## config.mk

```make
export PLATFORM = sky130hd
export DESIGN_NAME = slot_buffer_pool
export DESIGN_NICKNAME = d
export VERILOG_FILES = /design/src/sbp_pkg.sv /design/src/slot_buffer_pool.sv /design/src/sbp_ram.sv /design/src/sbp_ctrl.sv /design/src/sbp_datapath.sv
export VERILOG_INCLUDE_DIRS = /design/src /design/src/src
export SDC_FILE = /design/constraint.sdc
export NUM_CORES = 2
export LEC_CHECK = 0
export ABC_AREA = 0
export BUFFER_PORTS_ARGS = -buffer_cell sky130_fd_sc_hd__buf_4
export CAP_MARGIN = 40
export CORE_MARGIN = 2
export CORE_UTILIZATION = 55
export CTS_CLUSTER_DIAMETER = 150
export DETAILED_ROUTE_END_ITERATION = 7
export PLACE_DENSITY = 0.75
export SKIP_LAST_GASP = 1
export SLEW_MARGIN = 25
export SYNTH_ARGS = -nofsm -noshare
export SYNTH_HDL_FRONTEND = slang
export SYNTH_SLANG_ARGS = --single-unit
```

## constraint.sdc

```tcl
create_clock -name clk -period 7.7 [get_ports clk]
set_input_delay 1.155 -clock clk [delete_from_list [all_inputs] [get_ports clk]]
set_output_delay 1.155 -clock clk [all_outputs]
set_load 0.005 [all_outputs]
```

## src/slot_buffer_pool_macros.svh

```systemverilog
// Assertion macros shared by the slot buffer pool RTL.
// Depends on nothing; expects clk and rst_n in the asserting module.
`ifndef SLOT_BUFFER_POOL_MACROS_SVH
`define SLOT_BUFFER_POOL_MACROS_SVH

`ifndef SYNTHESIS
`define SBP_ASSERT_IMPLY(label, ante, cons) \
    label: assert property (@(posedge clk) disable iff (!rst_n) (ante) |-> (cons)) \
        else $error("slot buffer pool check failed");
`define SBP_ASSERT_NEXT(label, ante, cons) \
    label: assert property (@(posedge clk) disable iff (!rst_n) (ante) |=> (cons)) \
        else $error("slot buffer pool sequence check failed");
`else
`define SBP_ASSERT_IMPLY(label, ante, cons)
`define SBP_ASSERT_NEXT(label, ante, cons)
`endif

`endif

```

## src/sbp_pkg.sv

```systemverilog
// Shared types, widths and codes for the slot buffer pool.
// Depends on nothing.
package sbp_pkg;

    localparam int SLOTS_DEFAULT = 16;

    localparam int LEN_W    = 32;
    localparam int ADDR_W   = 48;
    localparam int STATUS_W = 3;
    localparam int INDEX_W  = 4;

    localparam logic [STATUS_W-1:0] ST_REUSED   = 3'd0;
    localparam logic [STATUS_W-1:0] ST_FILLED   = 3'd1;
    localparam logic [STATUS_W-1:0] ST_NOSLOT   = 3'd2;
    localparam logic [STATUS_W-1:0] ST_RELEASED = 3'd3;
    localparam logic [STATUS_W-1:0] ST_NOTFOUND = 3'd4;

    localparam logic KIND_ALLOC   = 1'b0;
    localparam logic KIND_RELEASE = 1'b1;

    typedef enum logic [0:0] {
        S_IDLE,
        S_SCAN
    } state_t;

    typedef struct packed {
        logic load;
        logic quick;
        logic eval;
    } cmd_t;

    typedef struct packed {
        logic zero_alloc;
        logic hit;
        logic last;
    } stat_t;

endpackage

```

## src/slot_buffer_pool.sv

```systemverilog
// Slot buffer pool top level: sequencer plus slot table datapath.
// Depends on sbp_pkg, sbp_ctrl, sbp_datapath (and sbp_ram below it).
//
//  channel   handshake        word
//  request   start / busy     kind, request_bytes, fresh_address, release_address
//  result    done (strobe)    status, granted_address, slot_index
//
// A zero-byte allocate gives its result the cycle after acceptance, busy stays low.
// Any other request scans one slot per cycle through the registered table RAM read:
// k slots examined (1..SLOTS) keep busy high while the scan runs; the result is shown
// as busy falls, and a new word can be taken in that same cycle.
// Reset clears the valid and in-use flags at once; no clearing pass is needed.
// Results are shown for one cycle and cannot be stalled.
module slot_buffer_pool #(
    parameter int SLOTS = sbp_pkg::SLOTS_DEFAULT
) (
    input  logic                           clk,
    input  logic                           rst_n,
    input  logic                           start,
    output logic                           busy,
    input  logic                           kind,
    input  logic [sbp_pkg::LEN_W-1:0]      request_bytes,
    input  logic [sbp_pkg::ADDR_W-1:0]     fresh_address,
    input  logic [sbp_pkg::ADDR_W-1:0]     release_address,
    output logic                           done,
    output logic [sbp_pkg::STATUS_W-1:0]   status,
    output logic [sbp_pkg::ADDR_W-1:0]     granted_address,
    output logic [sbp_pkg::INDEX_W-1:0]    slot_index
);

    sbp_pkg::cmd_t  cmd;
    sbp_pkg::stat_t stat;

    sbp_ctrl u_ctrl (
        .clk   (clk),
        .rst_n (rst_n),
        .start (start),
        .stat  (stat),
        .cmd   (cmd),
        .busy  (busy)
    );

    sbp_datapath #(
        .SLOTS (SLOTS)
    ) u_datapath (
        .clk             (clk),
        .rst_n           (rst_n),
        .cmd             (cmd),
        .stat            (stat),
        .kind            (kind),
        .request_bytes   (request_bytes),
        .fresh_address   (fresh_address),
        .release_address (release_address),
        .done            (done),
        .status          (status),
        .granted_address (granted_address),
        .slot_index      (slot_index)
    );

endmodule

```

## src/sbp_ram.sv

```systemverilog
// Generic single-write, single-read RAM with registered read data.
// Depends on nothing.
module sbp_ram #(
    parameter int WIDTH = 32,
    parameter int DEPTH = 16,
    localparam int AW = (DEPTH > 1) ? $clog2(DEPTH) : 1
) (
    input  logic             clk,
    input  logic             we,
    input  logic [AW-1:0]    waddr,
    input  logic [WIDTH-1:0] wdata,
    input  logic [AW-1:0]    raddr,
    output logic [WIDTH-1:0] rdata
);

    logic [WIDTH-1:0] mem_reg [DEPTH];
    logic [WIDTH-1:0] rdata_reg;

    always_ff @(posedge clk)
    begin
        if (we)
        begin
            mem_reg[waddr] <= wdata;
        end
        rdata_reg <= mem_reg[raddr];
    end

    assign rdata = rdata_reg;

endmodule

```

## src/sbp_ctrl.sv

```systemverilog
// Request sequencer for the slot buffer pool: idle / scan state machine.
// Depends on sbp_pkg and slot_buffer_pool_macros.svh.
`include "slot_buffer_pool_macros.svh"

module sbp_ctrl (
    input  logic           clk,
    input  logic           rst_n,
    input  logic           start,
    input  sbp_pkg::stat_t stat,
    output sbp_pkg::cmd_t  cmd,
    output logic           busy
);

    sbp_pkg::state_t state_reg;
    sbp_pkg::state_t state_next;

    always_ff @(posedge clk or negedge rst_n)
    begin
        if (!rst_n)
        begin
            state_reg <= sbp_pkg::S_IDLE;
        end
        else
        begin
            state_reg <= state_next;
        end
    end

    always_comb
    begin
        state_next = state_reg;
        unique case (state_reg)
            sbp_pkg::S_IDLE:
            begin
                if (start && !stat.zero_alloc)
                begin
                    state_next = sbp_pkg::S_SCAN;
                end
            end
            sbp_pkg::S_SCAN:
            begin
                if (stat.hit || stat.last)
                begin
                    state_next = sbp_pkg::S_IDLE;
                end
            end
            default:
            begin
                state_next = sbp_pkg::S_IDLE;
            end
        endcase
    end

    always_comb
    begin
        cmd  = '0;
        busy = 1'b0;
        unique case (state_reg)
            sbp_pkg::S_IDLE:
            begin
                if (start)
                begin
                    cmd.quick = stat.zero_alloc;
                    cmd.load  = !stat.zero_alloc;
                end
            end
            sbp_pkg::S_SCAN:
            begin
                busy     = 1'b1;
                cmd.eval = 1'b1;
            end
            default:
            begin
                busy = 1'b0;
            end
        endcase
    end

    `SBP_ASSERT_NEXT(a_scan_exit, state_reg == sbp_pkg::S_SCAN && (stat.hit || stat.last), state_reg == sbp_pkg::S_IDLE)
    `SBP_ASSERT_IMPLY(a_no_load_in_scan, state_reg == sbp_pkg::S_SCAN, !cmd.load && !cmd.quick)

endmodule

```

## src/sbp_datapath.sv

```systemverilog
// Slot table, request latch, slot compare and result registers.
// Depends on sbp_pkg, sbp_ram and slot_buffer_pool_macros.svh.
`include "slot_buffer_pool_macros.svh"

module sbp_datapath #(
    parameter int SLOTS = sbp_pkg::SLOTS_DEFAULT,
    localparam int IW = (SLOTS > 1) ? $clog2(SLOTS) : 1
) (
    input  logic                           clk,
    input  logic                           rst_n,
    input  sbp_pkg::cmd_t                  cmd,
    output sbp_pkg::stat_t                 stat,
    input  logic                           kind,
    input  logic [sbp_pkg::LEN_W-1:0]      request_bytes,
    input  logic [sbp_pkg::ADDR_W-1:0]     fresh_address,
    input  logic [sbp_pkg::ADDR_W-1:0]     release_address,
    output logic                           done,
    output logic [sbp_pkg::STATUS_W-1:0]   status,
    output logic [sbp_pkg::ADDR_W-1:0]     granted_address,
    output logic [sbp_pkg::INDEX_W-1:0]    slot_index
);

    logic                          kind_reg;
    logic [sbp_pkg::LEN_W-1:0]     bytes_reg;
    logic [sbp_pkg::ADDR_W-1:0]    fresh_reg;
    logic [sbp_pkg::ADDR_W-1:0]    rel_reg;
    logic [IW-1:0]                 idx_reg;
    logic [IW-1:0]                 idx_next;
    logic [IW-1:0]                 idx_inc;
    logic [IW-1:0]                 rd_addr;

    logic [SLOTS-1:0]              valid_reg;
    logic [SLOTS-1:0]              valid_next;
    logic [SLOTS-1:0]              in_use_reg;
    logic [SLOTS-1:0]              in_use_next;

    logic [sbp_pkg::LEN_W-1:0]     len_rd;
    logic [sbp_pkg::ADDR_W-1:0]    addr_rd;

    logic                          alloc_reuse;
    logic                          alloc_fill;
    logic                          rel_hit;
    logic                          hit;
    logic                          last;
    logic                          ram_we;
    logic [31:0]                   idx_ext;

    logic                          done_reg;
    logic                          done_next;
    logic [sbp_pkg::STATUS_W-1:0]  status_reg;
    logic [sbp_pkg::STATUS_W-1:0]  status_next;
    logic [sbp_pkg::ADDR_W-1:0]    granted_reg;
    logic [sbp_pkg::ADDR_W-1:0]    granted_next;
    logic [sbp_pkg::INDEX_W-1:0]   index_reg;
    logic [sbp_pkg::INDEX_W-1:0]   index_next;

    // read address runs one slot ahead of the compare index
    assign idx_inc = idx_reg + IW'(1);
    assign rd_addr = cmd.load ? '0 : idx_inc;
    assign idx_next = cmd.load ? '0 : ((cmd.eval && !hit) ? idx_inc : idx_reg);
    assign last = (idx_reg == IW'(SLOTS - 1));
    assign idx_ext = 32'(idx_reg);

    assign alloc_fill  = !valid_reg[idx_reg];
    assign alloc_reuse = valid_reg[idx_reg] && (len_rd == bytes_reg) && !in_use_reg[idx_reg];
    assign rel_hit     = in_use_reg[idx_reg] && (addr_rd == rel_reg);
    assign hit = (kind_reg == sbp_pkg::KIND_RELEASE) ? rel_hit : (alloc_reuse || alloc_fill);
    assign ram_we = cmd.eval && (kind_reg == sbp_pkg::KIND_ALLOC) && alloc_fill;

    assign stat.zero_alloc = (kind == sbp_pkg::KIND_ALLOC) && (request_bytes == '0);
    assign stat.hit  = hit;
    assign stat.last = last;

    sbp_ram #(
        .WIDTH (sbp_pkg::LEN_W),
        .DEPTH (SLOTS)
    ) u_len_ram (
        .clk   (clk),
        .we    (ram_we),
        .waddr (idx_reg),
        .wdata (bytes_reg),
        .raddr (rd_addr),
        .rdata (len_rd)
    );

    sbp_ram #(
        .WIDTH (sbp_pkg::ADDR_W),
        .DEPTH (SLOTS)
    ) u_addr_ram (
        .clk   (clk),
        .we    (ram_we),
        .waddr (idx_reg),
        .wdata (fresh_reg),
        .raddr (rd_addr),
        .rdata (addr_rd)
    );

    always_comb
    begin
        valid_next  = valid_reg;
        in_use_next = in_use_reg;
        if (cmd.eval && hit)
        begin
            if (kind_reg == sbp_pkg::KIND_RELEASE)
            begin
                in_use_next[idx_reg] = 1'b0;
            end
            else
            begin
                valid_next[idx_reg]  = 1'b1;
                in_use_next[idx_reg] = 1'b1;
            end
        end
    end

    always_comb
    begin
        done_next    = 1'b0;
        status_next  = status_reg;
        granted_next = granted_reg;
        index_next   = index_reg;
        if (cmd.quick)
        begin
            done_next    = 1'b1;
            status_next  = sbp_pkg::ST_NOSLOT;
            granted_next = '0;
            index_next   = '0;
        end
        else if (cmd.eval && hit)
        begin
            done_next  = 1'b1;
            index_next = idx_ext[sbp_pkg::INDEX_W-1:0];
            if (kind_reg == sbp_pkg::KIND_RELEASE)
            begin
                status_next  = sbp_pkg::ST_RELEASED;
                granted_next = '0;
            end
            else if (alloc_reuse)
            begin
                status_next  = sbp_pkg::ST_REUSED;
                granted_next = addr_rd;
            end
            else
            begin
                status_next  = sbp_pkg::ST_FILLED;
                granted_next = fresh_reg;
            end
        end
        else if (cmd.eval && last)
        begin
            done_next    = 1'b1;
            status_next  = (kind_reg == sbp_pkg::KIND_RELEASE) ?
                           sbp_pkg::ST_NOTFOUND : sbp_pkg::ST_NOSLOT;
            granted_next = '0;
            index_next   = '0;
        end
    end

    always_ff @(posedge clk or negedge rst_n)
    begin
        if (!rst_n)
        begin
            valid_reg  <= '0;
            in_use_reg <= '0;
            done_reg   <= 1'b0;
            idx_reg    <= '0;
        end
        else
        begin
            valid_reg  <= valid_next;
            in_use_reg <= in_use_next;
            done_reg   <= done_next;
            idx_reg    <= idx_next;
        end
    end

    always_ff @(posedge clk)
    begin
        if (cmd.load)
        begin
            kind_reg  <= kind;
            bytes_reg <= request_bytes;
            fresh_reg <= fresh_address;
            rel_reg   <= release_address;
        end
        status_reg  <= status_next;
        granted_reg <= granted_next;
        index_reg   <= index_next;
    end

    assign done            = done_reg;
    assign status          = status_reg;
    assign granted_address = granted_reg;
    assign slot_index      = index_reg;

    `SBP_ASSERT_IMPLY(a_in_use_filled, 1'b1, (in_use_reg & ~valid_reg) == '0)
    `SBP_ASSERT_IMPLY(a_grant_marks_in_use, done_reg && (status_reg == sbp_pkg::ST_REUSED || status_reg == sbp_pkg::ST_FILLED), in_use_reg[idx_reg] && valid_reg[idx_reg])
    `SBP_ASSERT_IMPLY(a_release_clears, done_reg && status_reg == sbp_pkg::ST_RELEASED, !in_use_reg[idx_reg])
    `SBP_ASSERT_IMPLY(a_fail_zero, done_reg && (status_reg == sbp_pkg::ST_NOSLOT || status_reg == sbp_pkg::ST_NOTFOUND), granted_reg == '0 && index_reg == '0)

endmodule
```

Word-level counts from Yosys, hierarchy flattened --
Memory sizes are Yosys's and may differ from the RTL's. A register that Yosys moved wholly into a read port is not among the register bits. Cells that the tools add are included.
Operators by class: bitwise gates (word level) 7, add/sub/neg operators 1, order comparisons 2, eq/ne operators 3, mux-type cells 33, reduce and logical (&&, ||, !) cells 21
Operators by type and width (count):
- 2-to-1 mux 48 bit | 4
- equality test 48 bit | 1
- equality test 32 bit | 1
- logical NOT 32 bit | 1
- OR 16 bit | 2
- 2-to-1 mux 4 bit | 5
- bitwise AND 16 bit | 1
- 2-to-1 mux 16 bit | 1
- inverter 16 bit | 1
- 2-to-1 mux 1 bit | 13
- 2-to-1 mux 3 bit | 4
- logical AND 1 bit | 11
- binary-select mux 1 bit (select 4 bit) | 2
- less-than comparator 4 x 5 -> 1 bit, second input constant | 1
- adder 4 x 1 -> 4 bit, second input constant | 1
- demux 1 bit (select 4 bit) | 1
- equality test 4 bit, second input constant | 1
- >= comparator 4 x 1 -> 1 bit, second input constant | 1
- logical NOT 1 bit | 4
- 2-to-1 mux 2 bit | 2
- nonzero test 2 bit | 2
- inverter 1 bit | 3
- logical OR 1 bit | 2
- one-hot mux 1 bit (2 select lines) | 1
- AND reduction 2 bit | 1
Word-level totals: memories kept 2, register bits after elaboration 222, logic and storage cells 81, RAM bits 1280
Memory list:
- u_datapath.u_addr_ram.mem_reg | words 16, width 48, rd ports 1, clocked after memory_dff 1, wr ports 1, RTL line sbp_ram.sv:16 | logic [WIDTH-1:0] mem_reg [DEPTH];
- u_datapath.u_len_ram.mem_reg | words 16, width 32, rd ports 1, clocked after memory_dff 1, wr ports 1, RTL line sbp_ram.sv:16

Logic depth before layout (Yosys ltp) --
depth after elaboration 10, mapped depth 15

Modules after synthesis --
Synthesis repeated with hierarchy kept, for this count alone.
Second synthesis, totals: cells, all modules 2697, area, all modules 58611.2 sq um
By module, submodules not included:
- sbp_ram (u_datapath.u_addr_ram) | cells an instance 1242, times used 1, seq. area each 24023.0 sq um, area each 29691.0 sq um
- sbp_ram (u_datapath.u_len_ram) | cells an instance 838, times used 1, seq. area each 16015.4 sq um, area each 19854.0 sq um
- sbp_datapath | cells an instance 611, times used 1, seq. area each 5900.7 sq um, area each 8999.9 sq um
- sbp_ctrl | cells an instance 6, times used 1, seq. area each 25.0 sq um, area each 66.3 sq um

Least setup slack after synthesis --
OpenSTA, ideal clock, no wires.
path kind register to register, start point reg u_datapath.idx_reg[0], end point mem u_datapath.u_addr_ram.mem_reg[0][0] (netlist bit) (enable), arrival time 7254 ps, stages on the path, launching flop included 6, required time 7084 ps, clock period less this slack 7871 ps, buffers on the path 1, slack -171 ps, library setup time 616 ps, cell sequence dfrtp_1 buf_4 mux4_2 a221oi_2 nand2_1 nor3_1
Between the ends: word-level cells in the longest chain between the ends 6
Ends and longest elaborated chain:
- start, declared | RTL line sbp_datapath.sv:27 | logic [IW-1:0] idx_reg;
- start signal, assigned | RTL line sbp_datapath.sv:173 | idx_reg <= idx_next;
- binary-select mux 1 bit (select 4 bit) | RTL line sbp_datapath.sv:64 | assign alloc_fill = !valid_reg[idx_reg];
- 2-to-1 mux 1 bit (implied by the code) | RTL line sbp_datapath.sv:64
- logical NOT 1 bit | RTL line sbp_datapath.sv:64
- logical AND 1 bit | RTL line sbp_datapath.sv:68 | assign ram_we = cmd.eval && (kind_reg == sbp_pkg::KIND_ALLOC) && alloc_fill;
- 2-to-1 mux 1 bit | RTL line sbp_ram.sv:21 | if (we)
- 2-to-1 mux 1 bit (implied by the code) | RTL line sbp_ram.sv:23 | mem_reg[waddr] <= wdata;
- end, declared | RTL line sbp_ram.sv:16
Several ways; a longest one is shown, not always the timed one. The select of a mux whose other input is x is not followed.

Worst setup path after layout --
start point reg u_datapath.idx_reg[0], end point reg u_datapath.u_addr_ram.rdata_reg[41], in the netlist u_datapath.u_addr_ram.rdata[41] (read register of u_datapath.u_addr_ram.mem_reg)
Between the ends: word-level cells in the longest chain between the ends 2
Ends and longest elaborated chain:
- adder 4 x 1 -> 4 bit | RTL line sbp_datapath.sv:58 | assign idx_inc = idx_reg + IW'(1);
- 2-to-1 mux 4 bit | RTL line sbp_datapath.sv:59 | assign rd_addr = cmd.load ? '0 : idx_inc;
- end, declared | RTL line sbp_ram.sv:17 | logic [WIDTH-1:0] rdata_reg;
No other way between the ends. A chain may end at the register's enable or synchronous reset.

==> summary.txt <==
Finish
  – Reg area: around 46000 um^2
  – Layout Cells excl Fill: around 5600
  – Ratio of cells with drive above 1 in the final layout: 0.1939
  – Final Cell Area: 70860 um^2
  – Area occupied by multi-input gates: roughly 15000 um^2
  – P&R area growth vs syn: 13.90%
  – Commonest non-fill, non-tap cells in the layout: edfxtp_1, nand2_1, mux2_2, buf_4, mux2i_1
  – Max FFs per register: between 700 and 800
  – Fill cells: ~7800
  – Commonest non-fill, non-tap cell in the layout: edfxtp_1
  – Layout Nets: between 4000 and 5000

Floorplan
  – Total die area: roughly 120000 um^2
  – Num rows: 123
  – DIE HEIGHT: 340.3 um
  – Starting Density: 0.5538
  – Die Width: between 300 and 400 um
  – IO Pins: 189
  – Std-Cell Core Area: around 110000 um^2

Timing
  – Worst slew pin tran: ~1.1 ns
  – RSZ-0062 raised after global routing: false
  – Final Skew: about 0.027 ns
  – Setup violators final: 0
  – Final critical-path share of the clock period: 0.6720
  – Fmax: 193.3 MHz
  – Slew HR: 0.2900
  – Final WS setup: roughly 2.5 ns
  – Final hold vios: 0
  – Slew Viols, Final: 0
  – Min Tclk post-route: 5.174 ns

Logic synthesis
  – Synthesized area per cell: approximately 16 um^2
  – Mapped Area: roughly 62000 um^2
  – Distinct cells, synth: between 50 and 60
  – #FFs+latches synth: ~1600
  – Ys Warns: 0
  – EDFF count, synth: around 1400
  – Syn Inst Count: 3872
  – Asr flop ratio synth: 0.02402
  – Syn Nets: between 4000 and 5000
  – Synth Flop Type: edfxtp_1
  – Sequential fraction of the synthesis area: 0.7388

CTS
  – CTS tree: yes
  – Setup bufs post-CTS: 0
  – Clock transition at path regs: ~0.06 ns
  – Worst-skew pair later-pin latency: roughly 0.77 ns
  – Post-cts gate resize count: 0
  – Number of CTS-inserted buffers: 153
  – H-tree levels: 4
  – CTS root buf: clkbuf_16
  – Num Clock Sinks: 1582
  – Bufs on Longest Clock Path: 3
  – Hold Buf Count CTS: 0

Placement
  – Pre-CTS setup slack: 2.440 ns
  – Placed inst area: around 66000 um^2
  – DP Cell Count: approximately 5300
  – GPL Wtd Cong: around 0.8
  – HPWL after DPL: approximately 82000 um
  – Buffers added on ports: roughly 190

Routing
  – Vias: between 30000 and 40000
  – Number of iterations in the first detailed-routing pass: 6
  – Iteration-0 DRC Markers: 4986
  – Total wire length: around 160000 um
  – Post-DRT Antenna Nets: 0
  – DR WL/cell: roughly 28 um
  – Post-DR vias/cell: between 6 and 7
  – # DRC: 0

Flow run
  – Number of max-cap violations: 0

Run status
  – Status: complete, no violations

GRT
  – GRT Util Overall: 0.2719
  – Initial antenna violation count: 3
  – Number of global-route vias before repair: 36418
  – Largest net degree at the start of global routing: 198
  – First-pass GRT wire length: 234100 um
  – GRT Residual Overflow: 0

Setup path
  – WP data required: 8.35 ns
  – Worst setup EP type: flip-flop
  – Crit path from: u_datapath.idx_reg[0]$_DFFE_PN0P_
  – Startpoint types: flip-flop
  – Crit path max fanout: 66
  – Type of the worst setup path: reg -> reg
  – FF-to-FF Start: u_datapath.idx_reg[0]$_DFFE_PN0P_
  – CP arrival: 5.82 ns

Pwr
  – Pwr dens: around 380 nW/um^2
  – Maximum VDD drop: 0.0002889 V
  – P_leak: roughly 24 nW

Hold path
  – Hold Crit Class: in -> async
## cell type report
type | count | area share
Clock buffer | 218 | 0.06164
Tap cell | 1500 | 0.02649
Antenna cell | 1 | 0.00003531
Multi-Input combinational cell | 1995 | 0.2163
Sequential cell | 1582 | 0.6487
Inverter | 8 | 0.0005650
Clock inverter | 67 | 0.009358
Timing Repair Buffer | 276 | 0.03690
## stage by stage
stage / util / hold slack, ns / TNS (ns) / power [W]
3_5_place_dp: 0.5833 / 0.4481 / 0 / 0.01951
5_1_grt: 0.6307 / 0.3901 / 0 / 0.02805
6_report: 0.6308 / 0.3700 / 0 / 0.02707
2_1_floorplan: - / 0.4227 / -27.34 / 0.01650
4_1_cts: 0.6281 / 0.3533 / 0 / 0.02692
3_3_place_gp: 0.5805 / 0.4417 / 0 / 0.01915
## synthesized netlist by cell type, types with 3 or more instances
library cell | n | share of area
a32o_1 | 80 | 0.013
mux2_2 | 238 | 0.043
nor2b_1 | 5 | 0.00050
a31oi_1 | 80 | 0.0080
a221oi_1 | 80 | 0.011
o31ai_1 | 3 | 0.00036
nor2_1 | 21 | 0.0013
dfxtp_1 | 135 | 0.043
a221o_1 | 79 | 0.013
o21bai_1 | 79 | 0.0095
buf_1 | 34 | 0.0021
xor2_1 | 80 | 0.011
buf_2 | 24 | 0.0019
a211oi_1 | 80 | 0.0097
edfxtp_1 | 1409 | 0.68
clkbuf_1 | 226 | 0.014
nand3_1 | 6 | 0.00048
o2bb2ai_1 | 48 | 0.0068
o221ai_1 | 80 | 0.011
o21ai_0 | 151 | 0.012
xnor2_1 | 3 | 0.00042
nand2_1 | 288 | 0.017
inv_1 | 7 | 0.00042
and2_1 | 81 | 0.0081
mux4_2 | 9 | 0.0033
ha_1 | 6 | 0.0012
dfrtp_1 | 38 | 0.015
a21o_1 | 17 | 0.0021
nor4_1 | 26 | 0.0026
mux2i_1 | 216 | 0.035
o21ai_1 | 32 | 0.0026
a31o_2 | 13 | 0.0018
nand4_1 | 5 | 0.00050
nor3_1 | 4 | 0.00032
a21oi_1 | 164 | 0.013
## metal layers
| layer | global-route usage | vias up | share of wire |
|---|---|---|---|
| li1 | - | 15723 | - |
| met3 | 0.05150 | 339 | 0.098 |
| met4 | 0.1018 | 6 | 0.032 |
| met2 | 0.4286 | 2099 | 0.47 |
| met1 | 0.3797 | 18513 | 0.40 |
| met5 | 0 | - | 0.00030 |
## final timing paths
path                       cells past startpoint                                 endpoint  slack (ns)
hold / removal                                 1     u_datapath.valid_reg[10]$_DFFE_PN0P_        0.37
min in group clk                               2    u_datapath.slot_index[0]$_SDFFE_PP0P_        0.46
setup reg to reg                               9  u_datapath.u_addr_ram.rdata[41]$_DFF_P_        2.53
hold reg to reg                                2    u_datapath.slot_index[0]$_SDFFE_PP0P_        0.46
setup / recovery                               9  u_datapath.u_addr_ram.rdata[41]$_DFF_P_        2.53
max in group asynchronous                      1        u_datapath.idx_reg[0]$_DFFE_PN0P_        6.92
## logic make-up after synthesis
| group | count (synthesis) | synth area share |
|---|---|---|
| flops | 1582 | 0.7388 |
| compound gates | 996 | 0.1160 |
| mux | 463 | 0.08109 |
| simple gates | 447 | 0.03268 |
| buf+inv | 295 | 0.01858 |
| xor+xnor | 83 | 0.01168 |
| fa+ha+maj | 6 | 0.001207 |
## critical path: stages (launching register included)
cell      delay (ns)
dfrtp_4         0.80
buf_4           0.70
inv_4           0.44
ha_4            0.77
buf_4           0.74
buf_4           0.49
buf_12          0.29
a211oi_1        0.11
a221o_1         0.37
a32o_1          0.23
## power by group
part           leakage [nW]  switching, W  internal (W)
sequential             14.3      0.000924        0.0105
combinational          6.92       0.00505       0.00317
clock                  2.47       0.00315       0.00433
total                  23.7       0.00912        0.0180
Power figures use the tool's default switching activity.
